[src/dtam_pkg.sv]
// Shared widths, constants, types and calendar helpers of the date and minute adder.
package dtam_pkg;

  // Field widths of the input and result items.
  localparam int unsigned YearW   = 16;
  localparam int unsigned MonW    = 4;
  localparam int unsigned DayW    = 5;
  localparam int unsigned HourW   = 5;
  localparam int unsigned MinW    = 6;
  localparam int unsigned DeltaW  = 36;
  localparam int unsigned CountW  = 36;
  localparam int unsigned StatusW = 2;

  // Accepted range of the result year.
  localparam int MaxYear = 32767;
  localparam int MinYear = -32768;

  // Depth of the queue between the front and the back.
  localparam int unsigned QDepth = 2;

  // Reciprocal multipliers for the constant divisions.
  // Each is ceil(2^s / d) and is exact over the operand range it serves.
  localparam logic [16:0] RecipM400    = 17'd83887;        // s = 25
  localparam logic [31:0] RecipM45     = 32'd3054198967;   // s = 37
  localparam logic [26:0] RecipM146097 = 27'd120414424;    // s = 44
  localparam logic [18:0] RecipM1460   = 19'd367720;       // s = 29
  localparam logic [17:0] RecipM365    = 18'd183860;       // s = 26
  localparam logic [11:0] RecipM60     = 12'd2185;         // s = 17

  // Bias that keeps year arithmetic nonnegative (128 periods of 400 years).
  localparam logic [17:0] YearBias = 18'd51200;
  // Bias for the day count: 512 periods of 146097 days, less the 60 days
  // from 1 January to 1 March of year 0.
  localparam logic [26:0] DayBias  = 27'd74801604;
  localparam logic [10:0] EraBias  = 11'd512;
  localparam logic [8:0]  EraBiasF = 9'd128;

  // Result status codes.
  typedef enum logic [1:0] {
    ST_OK       = 2'd0,
    ST_BAD_DATE = 2'd1,
    ST_RANGE    = 2'd2
  } status_e;

  // One classified item travelling from the front to the back.
  typedef struct packed {
    logic                     bad;
    logic signed [CountW-1:0] inmin;
    logic signed [DeltaW-1:0] delta;
  } job_t;

  // Day offset of a month counted from March (0 = March .. 11 = February).
  function automatic logic [8:0] mp_start(input logic [3:0] mp);
    logic [8:0] r;
    unique case (mp)
      4'd0:    r = 9'd0;
      4'd1:    r = 9'd31;
      4'd2:    r = 9'd61;
      4'd3:    r = 9'd92;
      4'd4:    r = 9'd122;
      4'd5:    r = 9'd153;
      4'd6:    r = 9'd184;
      4'd7:    r = 9'd214;
      4'd8:    r = 9'd245;
      4'd9:    r = 9'd275;
      4'd10:   r = 9'd306;
      4'd11:   r = 9'd337;
      default: r = 9'd0;
    endcase
    return r;
  endfunction

  // Length of a zero-based month; month codes above December give zero.
  function automatic logic [4:0] month_len(input logic [3:0] mon, input logic leap);
    logic [4:0] r;
    unique case (mon)
      4'd1:                       r = leap ? 5'd29 : 5'd28;
      4'd3, 4'd5, 4'd8, 4'd10:    r = 5'd30;
      4'd0, 4'd2, 4'd4, 4'd6,
      4'd7, 4'd9, 4'd11:          r = 5'd31;
      default:                    r = 5'd0;
    endcase
    return r;
  endfunction

  // Years within a 400-year cycle divided by 100, for values below 400.
  function automatic logic [1:0] div100(input logic [8:0] yoe);
    logic [14:0] prod;
    prod = 15'(yoe) * 15'd41;
    return prod[13:12];
  endfunction

  // Days from the start of a 400-year cycle (March based) to a year in it.
  function automatic logic [17:0] year_days(input logic [8:0] yoe);
    return 18'(yoe) * 18'd365 + 18'(yoe[8:2]) - 18'(div100(yoe));
  endfunction

endpackage

[src/dtam_if.sv]
// Channel interfaces of the date and minute adder.
interface dtam_in_if;
  logic                                   valid;
  logic                                   ready;
  logic signed [dtam_pkg::YearW-1:0]      year;
  logic        [dtam_pkg::MonW-1:0]       month;
  logic        [dtam_pkg::DayW-1:0]       day;
  logic        [dtam_pkg::HourW-1:0]      hour;
  logic        [dtam_pkg::MinW-1:0]       minute;
  logic signed [dtam_pkg::DeltaW-1:0]     delta_minutes;

  modport source (output valid, year, month, day, hour, minute, delta_minutes, input ready);
  modport sink   (input valid, year, month, day, hour, minute, delta_minutes, output ready);
endinterface

interface dtam_out_if;
  logic                                   valid;
  logic                                   ready;
  logic        [dtam_pkg::StatusW-1:0]    status;
  logic signed [dtam_pkg::CountW-1:0]     input_minutes;
  logic signed [dtam_pkg::YearW-1:0]      new_year;
  logic        [dtam_pkg::MonW-1:0]       new_month;
  logic        [dtam_pkg::DayW-1:0]       new_day;
  logic        [dtam_pkg::HourW-1:0]      new_hour;
  logic        [dtam_pkg::MinW-1:0]       new_minute;

  modport source (output valid, status, input_minutes, new_year, new_month, new_day,
                  new_hour, new_minute, input ready);
  modport sink   (input valid, status, input_minutes, new_year, new_month, new_day,
                  new_hour, new_minute, output ready);
endinterface

[src/dtam_front.sv]
// Front part: accepts a date, checks it and converts it to a minute count.
module dtam_front (
  input  logic           clk_i,
  input  logic           rst_ni,
  dtam_in_if.sink        in_i,
  output logic           push_valid_o,
  output dtam_pkg::job_t push_job_o,
  input  logic           push_ready_i
);

  typedef enum logic [6:0] {
    F_IDLE = 7'b0000001,
    F_DIV  = 7'b0000010,
    F_MOD  = 7'b0000100,
    F_DOE  = 7'b0001000,
    F_DAYS = 7'b0010000,
    F_MIN  = 7'b0100000,
    F_PUSH = 7'b1000000
  } front_state_e;

  front_state_e state_q, state_d;

  logic signed [15:0] year_q;
  logic [3:0]         mon_q;
  logic [4:0]         dom_q;
  logic [4:0]         hour_q;
  logic [5:0]         minute_q;
  logic signed [35:0] delta_q;
  logic [7:0]         qa_q, qb_q;
  logic signed [8:0]  era_q;
  logic [8:0]         yoe_q, ym_q;
  logic               bad_q;
  logic [17:0]        doe_q;
  logic signed [25:0] days_q;
  logic signed [35:0] inmin_q;

  logic [17:0] yb_w, ya_w;
  logic [33:0] prod_a, prod_b;
  logic [16:0] yoe_w, ym_w;
  logic        leap_w;
  logic [3:0]  mp_w;
  logic [17:0] doe_w;
  logic signed [25:0] days_w;
  logic [35:0] inmin_w;

  // Biased year, and the year counted from March for the day count.
  assign yb_w = {{2{year_q[15]}}, year_q} + dtam_pkg::YearBias;
  assign ya_w = yb_w - {17'd0, (mon_q < 4'd2)};

  // Cycle index of both years by 400.
  assign prod_a = 34'(ya_w[16:0]) * 34'(dtam_pkg::RecipM400);
  assign prod_b = 34'(yb_w[16:0]) * 34'(dtam_pkg::RecipM400);

  // Year within its 400-year cycle.
  assign yoe_w = ya_w[16:0] - 17'(qa_q) * 17'd400;
  assign ym_w  = yb_w[16:0] - 17'(qb_q) * 17'd400;

  // Leap year test and day within the cycle.
  assign leap_w = (year_q[1:0] == 2'd0) && (ym_q != 9'd100) && (ym_q != 9'd200)
                  && (ym_q != 9'd300);
  assign mp_w   = (mon_q < 4'd2) ? (mon_q + 4'd10) : (mon_q - 4'd2);
  assign doe_w  = dtam_pkg::year_days(yoe_q) + 18'(dtam_pkg::mp_start(mp_w)) + 18'(dom_q);

  // Days and minutes since 1 January of year 0.
  assign days_w  = 26'(era_q) * 26'sd146097 + 26'(doe_q) + 26'd60;
  assign inmin_w = 36'(days_q) * 36'd1440 + 36'(hour_q) * 36'd60 + 36'(minute_q);

  // Sequencer of the conversion steps.
  always_comb begin
    state_d = state_q;
    unique case (state_q)
      F_IDLE: if (in_i.valid) state_d = F_DIV;
      F_DIV:  state_d = F_MOD;
      F_MOD:  state_d = F_DOE;
      F_DOE:  state_d = F_DAYS;
      F_DAYS: state_d = F_MIN;
      F_MIN:  state_d = F_PUSH;
      F_PUSH: if (push_ready_i) state_d = F_IDLE;
      default: state_d = F_IDLE;
    endcase
  end

  always_ff @(posedge clk_i or negedge rst_ni) begin
    if (!rst_ni) begin
      state_q <= F_IDLE;
    end else begin
      state_q <= state_d;
    end
  end

  // Working registers of each step.
  always_ff @(posedge clk_i) begin
    if (state_q == F_IDLE && in_i.valid) begin
      year_q   <= in_i.year;
      mon_q    <= in_i.month;
      dom_q    <= in_i.day;
      hour_q   <= in_i.hour;
      minute_q <= in_i.minute;
      delta_q  <= in_i.delta_minutes;
    end
    if (state_q == F_DIV) begin
      qa_q <= prod_a[32:25];
      qb_q <= prod_b[32:25];
    end
    if (state_q == F_MOD) begin
      yoe_q <= yoe_w[8:0];
      ym_q  <= ym_w[8:0];
      era_q <= $signed({1'b0, qa_q} - dtam_pkg::EraBiasF);
    end
    if (state_q == F_DOE) begin
      doe_q <= doe_w;
      bad_q <= (mon_q > 4'd11) || (dom_q >= dtam_pkg::month_len(mon_q, leap_w));
    end
    if (state_q == F_DAYS) begin
      days_q <= days_w;
    end
    if (state_q == F_MIN) begin
      inmin_q <= $signed(inmin_w);
    end
  end

  assign in_i.ready          = (state_q == F_IDLE);
  assign push_valid_o        = (state_q == F_PUSH);
  assign push_job_o.bad      = bad_q;
  assign push_job_o.inmin    = inmin_q;
  assign push_job_o.delta    = delta_q;

endmodule

[src/dtam_queue.sv]
// Two-entry queue that decouples the front from the back.
module dtam_queue (
  input  logic           clk_i,
  input  logic           rst_ni,
  input  logic           push_valid_i,
  input  dtam_pkg::job_t push_job_i,
  output logic           push_ready_o,
  output logic           pop_valid_o,
  output dtam_pkg::job_t pop_job_o,
  input  logic           pop_ready_i
);

  dtam_pkg::job_t entry_q [dtam_pkg::QDepth];
  logic           wr_ptr_q, rd_ptr_q;
  logic [1:0]     count_q;
  logic           push_w, pop_w;

  assign push_ready_o = (count_q != 2'(dtam_pkg::QDepth));
  assign pop_valid_o  = (count_q != 2'd0);
  assign pop_job_o    = entry_q[rd_ptr_q];
  assign push_w       = push_valid_i && push_ready_o;
  assign pop_w        = pop_valid_o && pop_ready_i;

  // Entry storage.
  always_ff @(posedge clk_i) begin
    if (push_w) begin
      entry_q[wr_ptr_q] <= push_job_i;
    end
  end

  // Pointers and fill count.
  always_ff @(posedge clk_i or negedge rst_ni) begin
    if (!rst_ni) begin
      wr_ptr_q <= 1'b0;
      rd_ptr_q <= 1'b0;
      count_q  <= 2'd0;
    end else begin
      if (push_w) wr_ptr_q <= ~wr_ptr_q;
      if (pop_w)  rd_ptr_q <= ~rd_ptr_q;
      count_q <= count_q + 2'(push_w) - 2'(pop_w);
    end
  end

  // The fill count never passes the depth.
  assert property (@(posedge clk_i) disable iff (!rst_ni)
    count_q <= 2'(dtam_pkg::QDepth))
    else $error("queue fill count beyond depth");

endmodule

[src/dtam_back.sv]
// Back part: adds the offset and converts the minute count back to a date.
module dtam_back (
  input  logic           clk_i,
  input  logic           rst_ni,
  input  logic           pop_valid_i,
  input  dtam_pkg::job_t pop_job_i,
  output logic           pop_ready_o,
  dtam_out_if.source     out_o
);

  typedef enum logic [10:0] {
    B_IDLE = 11'b00000000001,
    B_SUM  = 11'b00000000010,
    B_Q45  = 11'b00000000100,
    B_DAYS = 11'b00000001000,
    B_ERA  = 11'b00000010000,
    B_DOE  = 11'b00000100000,
    B_YOE1 = 11'b00001000000,
    B_YOE2 = 11'b00010000000,
    B_DOY  = 11'b00100000000,
    B_MD   = 11'b01000000000,
    B_OUT  = 11'b10000000000
  } back_state_e;

  back_state_e state_q, state_d;

  logic               bad_q;
  logic signed [35:0] inmin_q, delta_q;
  logic [31:0]        x_q, u_q;
  logic               neg_q;
  logic [4:0]         lo5_q;
  logic [26:0]        q_q, zu_q;
  logic [10:0]        rem_q;
  logic [9:0]         qe_q;
  logic [4:0]         hr_q;
  logic [5:0]         min_q;
  logic [17:0]        doe_q, v_q;
  logic signed [10:0] era_q;
  logic [8:0]         yoe_q, doy_q;

  dtam_pkg::status_e  status_q;
  logic signed [35:0] out_inmin_q;
  logic signed [15:0] out_year_q;
  logic [3:0]         out_mon_q;
  logic [4:0]         out_day_q, out_hour_q;
  logic [5:0]         out_min_q;

  logic signed [36:0] sum_w;
  logic [31:0]        x_w, u_w, r45_w;
  logic [63:0]        prod45;
  logic [26:0]        days_w, zu_w, doe_w;
  logic [53:0]        prod_e;
  logic [22:0]        prod_h;
  logic [10:0]        min_w;
  logic [36:0]        prod_d;
  logic [2:0]         cent_w;
  logic               last_w;
  logic [17:0]        v_w;
  logic [35:0]        prod_y;
  logic [17:0]        doy_w;
  logic [3:0]         mp_w, mon_w;
  logic [8:0]         dd_w;
  logic signed [19:0] y_w;
  logic               range_ok_w;

  // Sum and its split into a floor division by 32 and then by 45.
  assign sum_w = 37'(inmin_q) + 37'(delta_q);
  assign x_w   = sum_w[36:5];
  assign u_w   = x_w[31] ? (~x_w + 32'd45) : x_w;
  assign prod45 = 64'(u_q) * 64'(dtam_pkg::RecipM45);

  // Signed day count, minute of day and biased day count.
  assign days_w = neg_q ? (27'd0 - q_q) : q_q;
  assign r45_w  = x_q - {{5{days_w[26]}}, days_w} * 32'd45;
  assign zu_w   = days_w + dtam_pkg::DayBias;

  // 400-year cycle index and hour of day.
  assign prod_e = 54'(zu_q) * 54'(dtam_pkg::RecipM146097);
  assign prod_h = 23'(rem_q) * 23'(dtam_pkg::RecipM60);

  // Day within the cycle and minute of hour.
  assign doe_w = zu_q - 27'(qe_q) * 27'd146097;
  assign min_w = rem_q - 11'(hr_q) * 11'd60;

  // Year within the cycle, step one: remove the leap days.
  assign prod_d = 37'(doe_q) * 37'(dtam_pkg::RecipM1460);
  assign last_w = (doe_q >= 18'd146096);
  assign cent_w = 3'(doe_q >= 18'd36524) + 3'(doe_q >= 18'd73048)
                + 3'(doe_q >= 18'd109572) + 3'(last_w);
  assign v_w    = doe_q - 18'(prod_d[35:29]) + 18'(cent_w) - 18'(last_w);

  // Step two: divide by the days of a common year.
  assign prod_y = 36'(v_q) * 36'(dtam_pkg::RecipM365);

  // Day of the March-based year.
  assign doy_w = doe_q - dtam_pkg::year_days(yoe_q);

  // Month search over the month starts, day of month and calendar year.
  always_comb begin
    mp_w = 4'd0;
    for (int k = 1; k < 12; k++) begin
      mp_w = mp_w + 4'(doy_q >= dtam_pkg::mp_start(4'(k)));
    end
  end
  assign dd_w  = doy_q - dtam_pkg::mp_start(mp_w);
  assign mon_w = (mp_w < 4'd10) ? (mp_w + 4'd2) : (mp_w - 4'd10);
  assign y_w   = 20'(era_q) * 20'sd400 + 20'(yoe_q) + 20'(mp_w >= 4'd10);
  assign range_ok_w = (y_w >= dtam_pkg::MinYear) && (y_w <= dtam_pkg::MaxYear);

  // Sequencer of the conversion steps.
  always_comb begin
    state_d = state_q;
    unique case (state_q)
      B_IDLE: if (pop_valid_i) state_d = B_SUM;
      B_SUM:  state_d = B_Q45;
      B_Q45:  state_d = B_DAYS;
      B_DAYS: state_d = B_ERA;
      B_ERA:  state_d = B_DOE;
      B_DOE:  state_d = B_YOE1;
      B_YOE1: state_d = B_YOE2;
      B_YOE2: state_d = B_DOY;
      B_DOY:  state_d = B_MD;
      B_MD:   state_d = B_OUT;
      B_OUT:  if (out_o.ready) state_d = B_IDLE;
      default: state_d = B_IDLE;
    endcase
  end

  always_ff @(posedge clk_i or negedge rst_ni) begin
    if (!rst_ni) begin
      state_q <= B_IDLE;
    end else begin
      state_q <= state_d;
    end
  end

  // Working registers of each step.
  always_ff @(posedge clk_i) begin
    if (state_q == B_IDLE && pop_valid_i) begin
      bad_q   <= pop_job_i.bad;
      inmin_q <= pop_job_i.inmin;
      delta_q <= pop_job_i.delta;
    end
    if (state_q == B_SUM) begin
      x_q   <= x_w;
      u_q   <= u_w;
      neg_q <= x_w[31];
      lo5_q <= sum_w[4:0];
    end
    if (state_q == B_Q45) begin
      q_q <= prod45[63:37];
    end
    if (state_q == B_DAYS) begin
      zu_q  <= zu_w;
      rem_q <= {r45_w[5:0], lo5_q};
    end
    if (state_q == B_ERA) begin
      qe_q <= prod_e[53:44];
      hr_q <= prod_h[21:17];
    end
    if (state_q == B_DOE) begin
      doe_q <= doe_w[17:0];
      min_q <= min_w[5:0];
      era_q <= $signed({1'b0, qe_q} - dtam_pkg::EraBias);
    end
    if (state_q == B_YOE1) begin
      v_q <= v_w;
    end
    if (state_q == B_YOE2) begin
      yoe_q <= prod_y[34:26];
    end
    if (state_q == B_DOY) begin
      doy_q <= doy_w[8:0];
    end
  end

  // Result register; error cases clear the date fields.
  always_ff @(posedge clk_i) begin
    if (state_q == B_MD) begin
      out_year_q  <= 16'sd0;
      out_mon_q   <= 4'd0;
      out_day_q   <= 5'd0;
      out_hour_q  <= 5'd0;
      out_min_q   <= 6'd0;
      out_inmin_q <= inmin_q;
      if (bad_q) begin
        status_q    <= dtam_pkg::ST_BAD_DATE;
        out_inmin_q <= 36'sd0;
      end else if (!range_ok_w) begin
        status_q <= dtam_pkg::ST_RANGE;
      end else begin
        status_q   <= dtam_pkg::ST_OK;
        out_year_q <= y_w[15:0];
        out_mon_q  <= mon_w;
        out_day_q  <= dd_w[4:0];
        out_hour_q <= hr_q;
        out_min_q  <= min_q;
      end
    end
  end

  assign pop_ready_o         = (state_q == B_IDLE);
  assign out_o.valid         = (state_q == B_OUT);
  assign out_o.status        = status_q;
  assign out_o.input_minutes = out_inmin_q;
  assign out_o.new_year      = out_year_q;
  assign out_o.new_month     = out_mon_q;
  assign out_o.new_day       = out_day_q;
  assign out_o.new_hour      = out_hour_q;
  assign out_o.new_minute    = out_min_q;

  // An invalid date reports no minute count and no date.
  assert property (@(posedge clk_i) disable iff (!rst_ni)
    out_o.valid && status_q == dtam_pkg::ST_BAD_DATE |->
      out_inmin_q == 36'sd0 && out_year_q == 16'sd0 && out_mon_q == 4'd0)
    else $error("invalid date transaction carries data");

  // A good result always holds a real calendar position.
  assert property (@(posedge clk_i) disable iff (!rst_ni)
    out_o.valid && status_q == dtam_pkg::ST_OK |->
      out_mon_q <= 4'd11 && out_day_q <= 5'd30 && out_hour_q <= 5'd23 && out_min_q <= 6'd59)
    else $error("result date out of calendar range");

  // A result is shown only when the previous state was the month and day step.
  assert property (@(posedge clk_i) disable iff (!rst_ni)
    $rose(out_o.valid) |-> $past(state_q == B_MD))
    else $error("result shown without conversion");

endmodule

[src/date_time_add_minutes_core.sv]
// Top level of the date and minute adder: front, queue and back.
// Each transaction is checked and converted by the front, held in the queue and converted back by the back.
// Throughput is set by the back sequencer's steps, which stall while out_o.ready is low;
// the front takes a new transaction only when idle and can run ahead of the back through the queue.
// Reset: rst_ni clears the sequencers and the queue; the block is ready at once.
module date_time_add_minutes_core (
  input  logic       clk_i,
  input  logic       rst_ni,
  dtam_in_if.sink    in_i,
  dtam_out_if.source out_o
);

  logic           push_valid, push_ready, pop_valid, pop_ready;
  dtam_pkg::job_t push_job, pop_job;

  dtam_front u_front (
    .clk_i        (clk_i),
    .rst_ni       (rst_ni),
    .in_i         (in_i),
    .push_valid_o (push_valid),
    .push_job_o   (push_job),
    .push_ready_i (push_ready)
  );

  dtam_queue u_queue (
    .clk_i        (clk_i),
    .rst_ni       (rst_ni),
    .push_valid_i (push_valid),
    .push_job_i   (push_job),
    .push_ready_o (push_ready),
    .pop_valid_o  (pop_valid),
    .pop_job_o    (pop_job),
    .pop_ready_i  (pop_ready)
  );

  dtam_back u_back (
    .clk_i       (clk_i),
    .rst_ni      (rst_ni),
    .pop_valid_i (pop_valid),
    .pop_job_i   (pop_job),
    .pop_ready_o (pop_ready),
    .out_o       (out_o)
  );

endmodule
[src/flat_wrapper.sv]
// flat-port wrapper written by rule: the top's interface ports become plain ports
module date_time_add_minutes_core_flat 
  (clk_i, rst_ni, in_i_valid, in_i_year, in_i_month, in_i_day, in_i_hour, in_i_minute, in_i_delta_minutes, in_i_ready, out_o_valid, out_o_status, out_o_input_minutes, out_o_new_year, out_o_new_month, out_o_new_day, out_o_new_hour, out_o_new_minute, out_o_ready);
  dtam_in_if in_i_i ();
  dtam_out_if out_o_i ();
  input  logic clk_i;
  input  logic rst_ni;
  input wire logic [$bits(in_i_i.valid)-1:0] in_i_valid;
  input wire logic [$bits(in_i_i.year)-1:0] in_i_year;
  input wire logic [$bits(in_i_i.month)-1:0] in_i_month;
  input wire logic [$bits(in_i_i.day)-1:0] in_i_day;
  input wire logic [$bits(in_i_i.hour)-1:0] in_i_hour;
  input wire logic [$bits(in_i_i.minute)-1:0] in_i_minute;
  input wire logic [$bits(in_i_i.delta_minutes)-1:0] in_i_delta_minutes;
  output wire logic [$bits(in_i_i.ready)-1:0] in_i_ready;
  output wire logic [$bits(out_o_i.valid)-1:0] out_o_valid;
  output wire logic [$bits(out_o_i.status)-1:0] out_o_status;
  output wire logic [$bits(out_o_i.input_minutes)-1:0] out_o_input_minutes;
  output wire logic [$bits(out_o_i.new_year)-1:0] out_o_new_year;
  output wire logic [$bits(out_o_i.new_month)-1:0] out_o_new_month;
  output wire logic [$bits(out_o_i.new_day)-1:0] out_o_new_day;
  output wire logic [$bits(out_o_i.new_hour)-1:0] out_o_new_hour;
  output wire logic [$bits(out_o_i.new_minute)-1:0] out_o_new_minute;
  input wire logic [$bits(out_o_i.ready)-1:0] out_o_ready;
  assign in_i_i.valid = in_i_valid;
  assign in_i_i.year = in_i_year;
  assign in_i_i.month = in_i_month;
  assign in_i_i.day = in_i_day;
  assign in_i_i.hour = in_i_hour;
  assign in_i_i.minute = in_i_minute;
  assign in_i_i.delta_minutes = in_i_delta_minutes;
  assign in_i_ready = in_i_i.ready;
  assign out_o_valid = out_o_i.valid;
  assign out_o_status = out_o_i.status;
  assign out_o_input_minutes = out_o_i.input_minutes;
  assign out_o_new_year = out_o_i.new_year;
  assign out_o_new_month = out_o_i.new_month;
  assign out_o_new_day = out_o_i.new_day;
  assign out_o_new_hour = out_o_i.new_hour;
  assign out_o_new_minute = out_o_i.new_minute;
  assign out_o_i.ready = out_o_ready;
  date_time_add_minutes_core u_core (.clk_i(clk_i), .rst_ni(rst_ni), .in_i(in_i_i), .out_o(out_o_i));
endmodule
[config.mk]
export PLATFORM = sky130hd
export DESIGN_NAME = date_time_add_minutes_core_flat
export DESIGN_NICKNAME = d
export VERILOG_FILES = /design/src/dtam_pkg.sv /design/src/dtam_if.sv /design/src/dtam_front.sv /design/src/dtam_queue.sv /design/src/dtam_back.sv /design/src/date_time_add_minutes_core.sv /design/src/flat_wrapper.sv
export SDC_FILE = /design/constraint.sdc
export NUM_CORES = 2
export LEC_CHECK = 0
export CAP_MARGIN = 40
export CORE_AREA = 2 2 461 463
export CTS_CLUSTER_SIZE = 20
export DETAILED_ROUTE_END_ITERATION = 6
export DIE_AREA = 0 0 463 465
export DONT_BUFFER_PORTS = 1
export GPL_ROUTABILITY_DRIVEN = 0
export PLACE_DENSITY_LB_ADDON = 0.05
export SETUP_SLACK_MARGIN = 0.02
export SLEW_MARGIN = 20
export SYNTH_ARGS = -nofsm -noshare
export SYNTH_HDL_FRONTEND = slang
export SYNTH_SLANG_ARGS = --single-unit
[constraint.sdc]
create_clock -name clk_i -period 14.55 [get_ports clk_i]
set_clock_uncertainty 0.15 [all_clocks]
set_input_delay 1.455 -clock clk_i [delete_from_list [all_inputs] [get_ports clk_i]]
set_output_delay 1.455 -clock clk_i [all_outputs]
set_load 0.01 [all_outputs]
==> metrics.txt <==
H-Tree Level Count=3; CTS tree=done; Distinct cells, synth=92; synthesized area=0.0941 sq mm; post-CTS sizing=0; Yosys top cell area share=28.9%; Chip Width=463 um; EDFF count, synth=678; final-report hold violation count=0; Root Buffer=clkbuf_16; Slowest cell on crit path=edfxtp_1; I/O Pins=152; Critical Path End=u_core.u_back.v_q[16]; Final ANT Viol Nets=0; critical path capture point type=flip-flop; vias per inst=5.01; Final setup viols=0; Critical Path Start Type=flip-flop; achievable frequency=97.2 MHz; worst r2r path cells=36; CP most frequent cell=fa_1; gr ovfl total=0; Worst Max-Slew Pin Slew=867 ps; Vias=56600; DR iter-0 viols=2297; fraction of the mapped netlist area in compound gates=6.13%; status=finished, final reports clean; initial antenna violation count=11; WHS=266 ps; busiest grt layer=met2; row count=169; reg2reg start=u_core.u_back.doe_q[13]; clock buffer depth=3; drt first pass iters=5; Ys Warns=0; syn avg cell area=11.3 sq um; FF-to-FF setup slack=4260 ps; worst hold path class=in -> async; unrepaired setup endpoints after global routing=no; Rel. slew slack=42.2%; Synth area leader=fa_1; Synth Flop Type=edfxtp_1; Detailed Place HPWL=196 mm; met1 Use GR=26.7%; reg2reg end=u_core.u_back.v_q[16]; clock sinks=700; cell count after synthesis=8304; #FFs+latches synth=700; syn_nets=11600; routing usage on met2=40.1%; Adder-Cell Fraction of Synth Area=53.1%; final period utilization=70.7%; Hold-fix buffers, CTS=0; crit path DAT=10610 ps; crit-path max cell delay=690 ps; met3 GRT Util=2.38%; post-synthesis xor/xnor area fraction=4.11%; Final #Nets=11700; Total Wirelength=227 mm; first-pass GRT wire length=360 mm; Starting Density=44.6%; post-synthesis sequential area ratio=22.2%; height of the die=465 um; async set-reset flop share out of synthesis=3.14%; largest net degree at the start of global routing=54; P&R area growth vs syn=7.26%; Area contributors post-synth=fa_1 29%, ha_1 24%, edfxtp_1 22%, inv_1 8.4%, xnor2_1 3.0%; max-slew violations=0; port buffer count=0; Total GRT Usage=21.7%; share of cells above drive strength 1=4.17%; CTS Buf Count=86; Worst-Skew Late Latency=730 ps; mux cell area share after synthesis=0.975%; Post-CTS Setup Inserts=0; largest family of logic cells by synthesized area=adder cells; core area=0.211 sq mm; DRC=0; Die ar.=0.215 sq mm; Final min period=10290 ps; Worst Setup Path Type=reg -> reg; Setup TNS=0 ps; maxcap violations=0; Worst Setup SP=u_core.u_back.doe_q[13]; clk slew on worst S/H paths=60 ps; vias in the first global route=62100; Synth Area in Simple Gates=4.82%; post-detailed-route wirelength per cell=20.1 um; Critical Path RT=14860 ps; peak fanout along the critical path=10
## critical path: cells and delay by family, from the launching register on
kind | cells | cell delay, ps
buf+inv | 8 | 730
xor+xnor | 1 | 170
compound gates | 12 | 2860
flops | 1 | 690
simple gates | 4 | 550
fa+ha+maj | 11 | 4900
## final cells by class
cell class | instances | area, sq um
Multi-Input combinational cell | 5435 | 65100
Antenna cell | 6 | 15.0
Tap cell | 2821 | 3530
Sequential cell | 700 | 20900
Clock inverter | 56 | 683
Clock buffer | 98 | 2200
Timing Repair Buffer | 70 | 556
Fill cell | 19400 | 110000
Inverter | 2105 | 7900
## metal layers
metal / wire length (um) / share of wire [%]
met3: 6330 / 2.8
met1: 94200 / 42
met5: 83 / 0.037
met2: 119000 / 52
met4: 7420 / 3.3
## placed cells by master (no fill, tap or decap), drive strengths merged, types with 13 or more instances in the layout
cell    count
a211oi     21
a21boi     26
a21o      133
a21oi     226
a31oi      26
and2       48
and3       19
buf        70
clkbuf     98
clkinv     37
dfrtp      20
edfxtp    678
fa       1360
ha       1816
inv      2110
mux2       77
nand2     193
nand2b     39
nand3      73
nand4      39
nor2      181
nor2b      77
nor3       62
nor3b      25
nor4       18
o211ai     25
o21a       36
o21ai     158
o21bai     32
o31ai      30
o41ai      13
or2        16
or3        32
xnor2     323
xor2      118
## Yosys cell counts (16+ instances only)
cell type,n
ha_1,1816
dfrtp_1,20
nor2b_1,77
a21o_1,133
nand4_1,39
o31ai_1,28
mux2_2,77
fa_1,1360
nand2b_1,39
nand2_1,193
o21a_1,36
a211oi_1,21
a21boi_0,24
and3_1,19
a21oi_1,226
nor2_1,181
and2_1,48
a31oi_1,25
inv_1,2105
xnor2_1,323
edfxtp_1,678
o211ai_1,25
nor4_1,18
o21bai_1,32
or3_1,30
nand3_1,73
clkbuf_1,60
or2_2,16
xor2_1,118
nor3b_1,24
o21ai_0,156
nor3_1,62
## kinds of logic after synthesis
logic type	count (synthesis)
AO/OA/AOI/OAI	862
XOR/XNOR	441
adder cells (fa/ha/maj)	3176
buffers and inverters	2169
flip-flops	700
multiplexers	82
AND/OR/NAND/NOR	874
## through the flow
stage | cells | setup WS, ps | instance area (sq um) | utilization, %
CTS | 11300 | 4130 | 101000 | 47.8
floorplan | 8304 | 5360 | 94100 | -
detailed placement | 11100 | 4150 | 98000 | 46.5
global route | 11300 | 3420 | 101000 | 47.9
finish | 11300 | 4260 | 101000 | 47.9
global placement | 11100 | 4180 | 97900 | 46.4
## sequential cells by signal (all words and copies together), names as in the netlist, 9 cells and up
register,count
u_core.u_back.yoe_q,9
u_core.u_front.yoe_q,9
u_core.u_front.year_q,16
u_core.u_back.u_q,31
u_core.u_back.era_q,10
u_core.u_front.delta_q,36
u_core.u_queue.entry_q,146
u_core.u_back.doe_q,18
u_core.u_front.days_q,26
u_core.u_back.inmin_q,36
u_core.u_back.qe_q,10
u_core.u_back.rem_q,11
u_core.u_front.doe_q,18
u_core.u_back.out_o.new_year,16
u_core.u_back.doy_q,9
u_core.u_front.inmin_q,36
u_core.u_front.ym_q,9
u_core.u_back.v_q,18
u_core.u_back.out_o.input_minutes,36
u_core.u_back.state_q,11
u_core.u_back.q_q,27
u_core.u_back.delta_q,36
u_core.u_back.zu_q,27
## worst min path at each step
| stage | endpoint | slack [ps] | depth (start not counted) |
|---|---|---|---|
| CTS | u_core.u_front.state_q[6] | 200 | 0 |
| global route | u_core.u_front.state_q[1] | 220 | 0 |
| floorplan | u_core.u_back.rem_q[0] | 250 | 0 |
| finish | u_core.u_front.state_q[1] | 270 | 0 |
| detailed placement | u_core.u_back.rem_q[0] | 270 | 0 |
| global placement | u_core.u_queue.entry_q[0][68] | 270 | 0 |
Power is left out: the tool's default activity adds up to more than one toggle a clock period on the data nets, which glitch-free logic cannot reach.
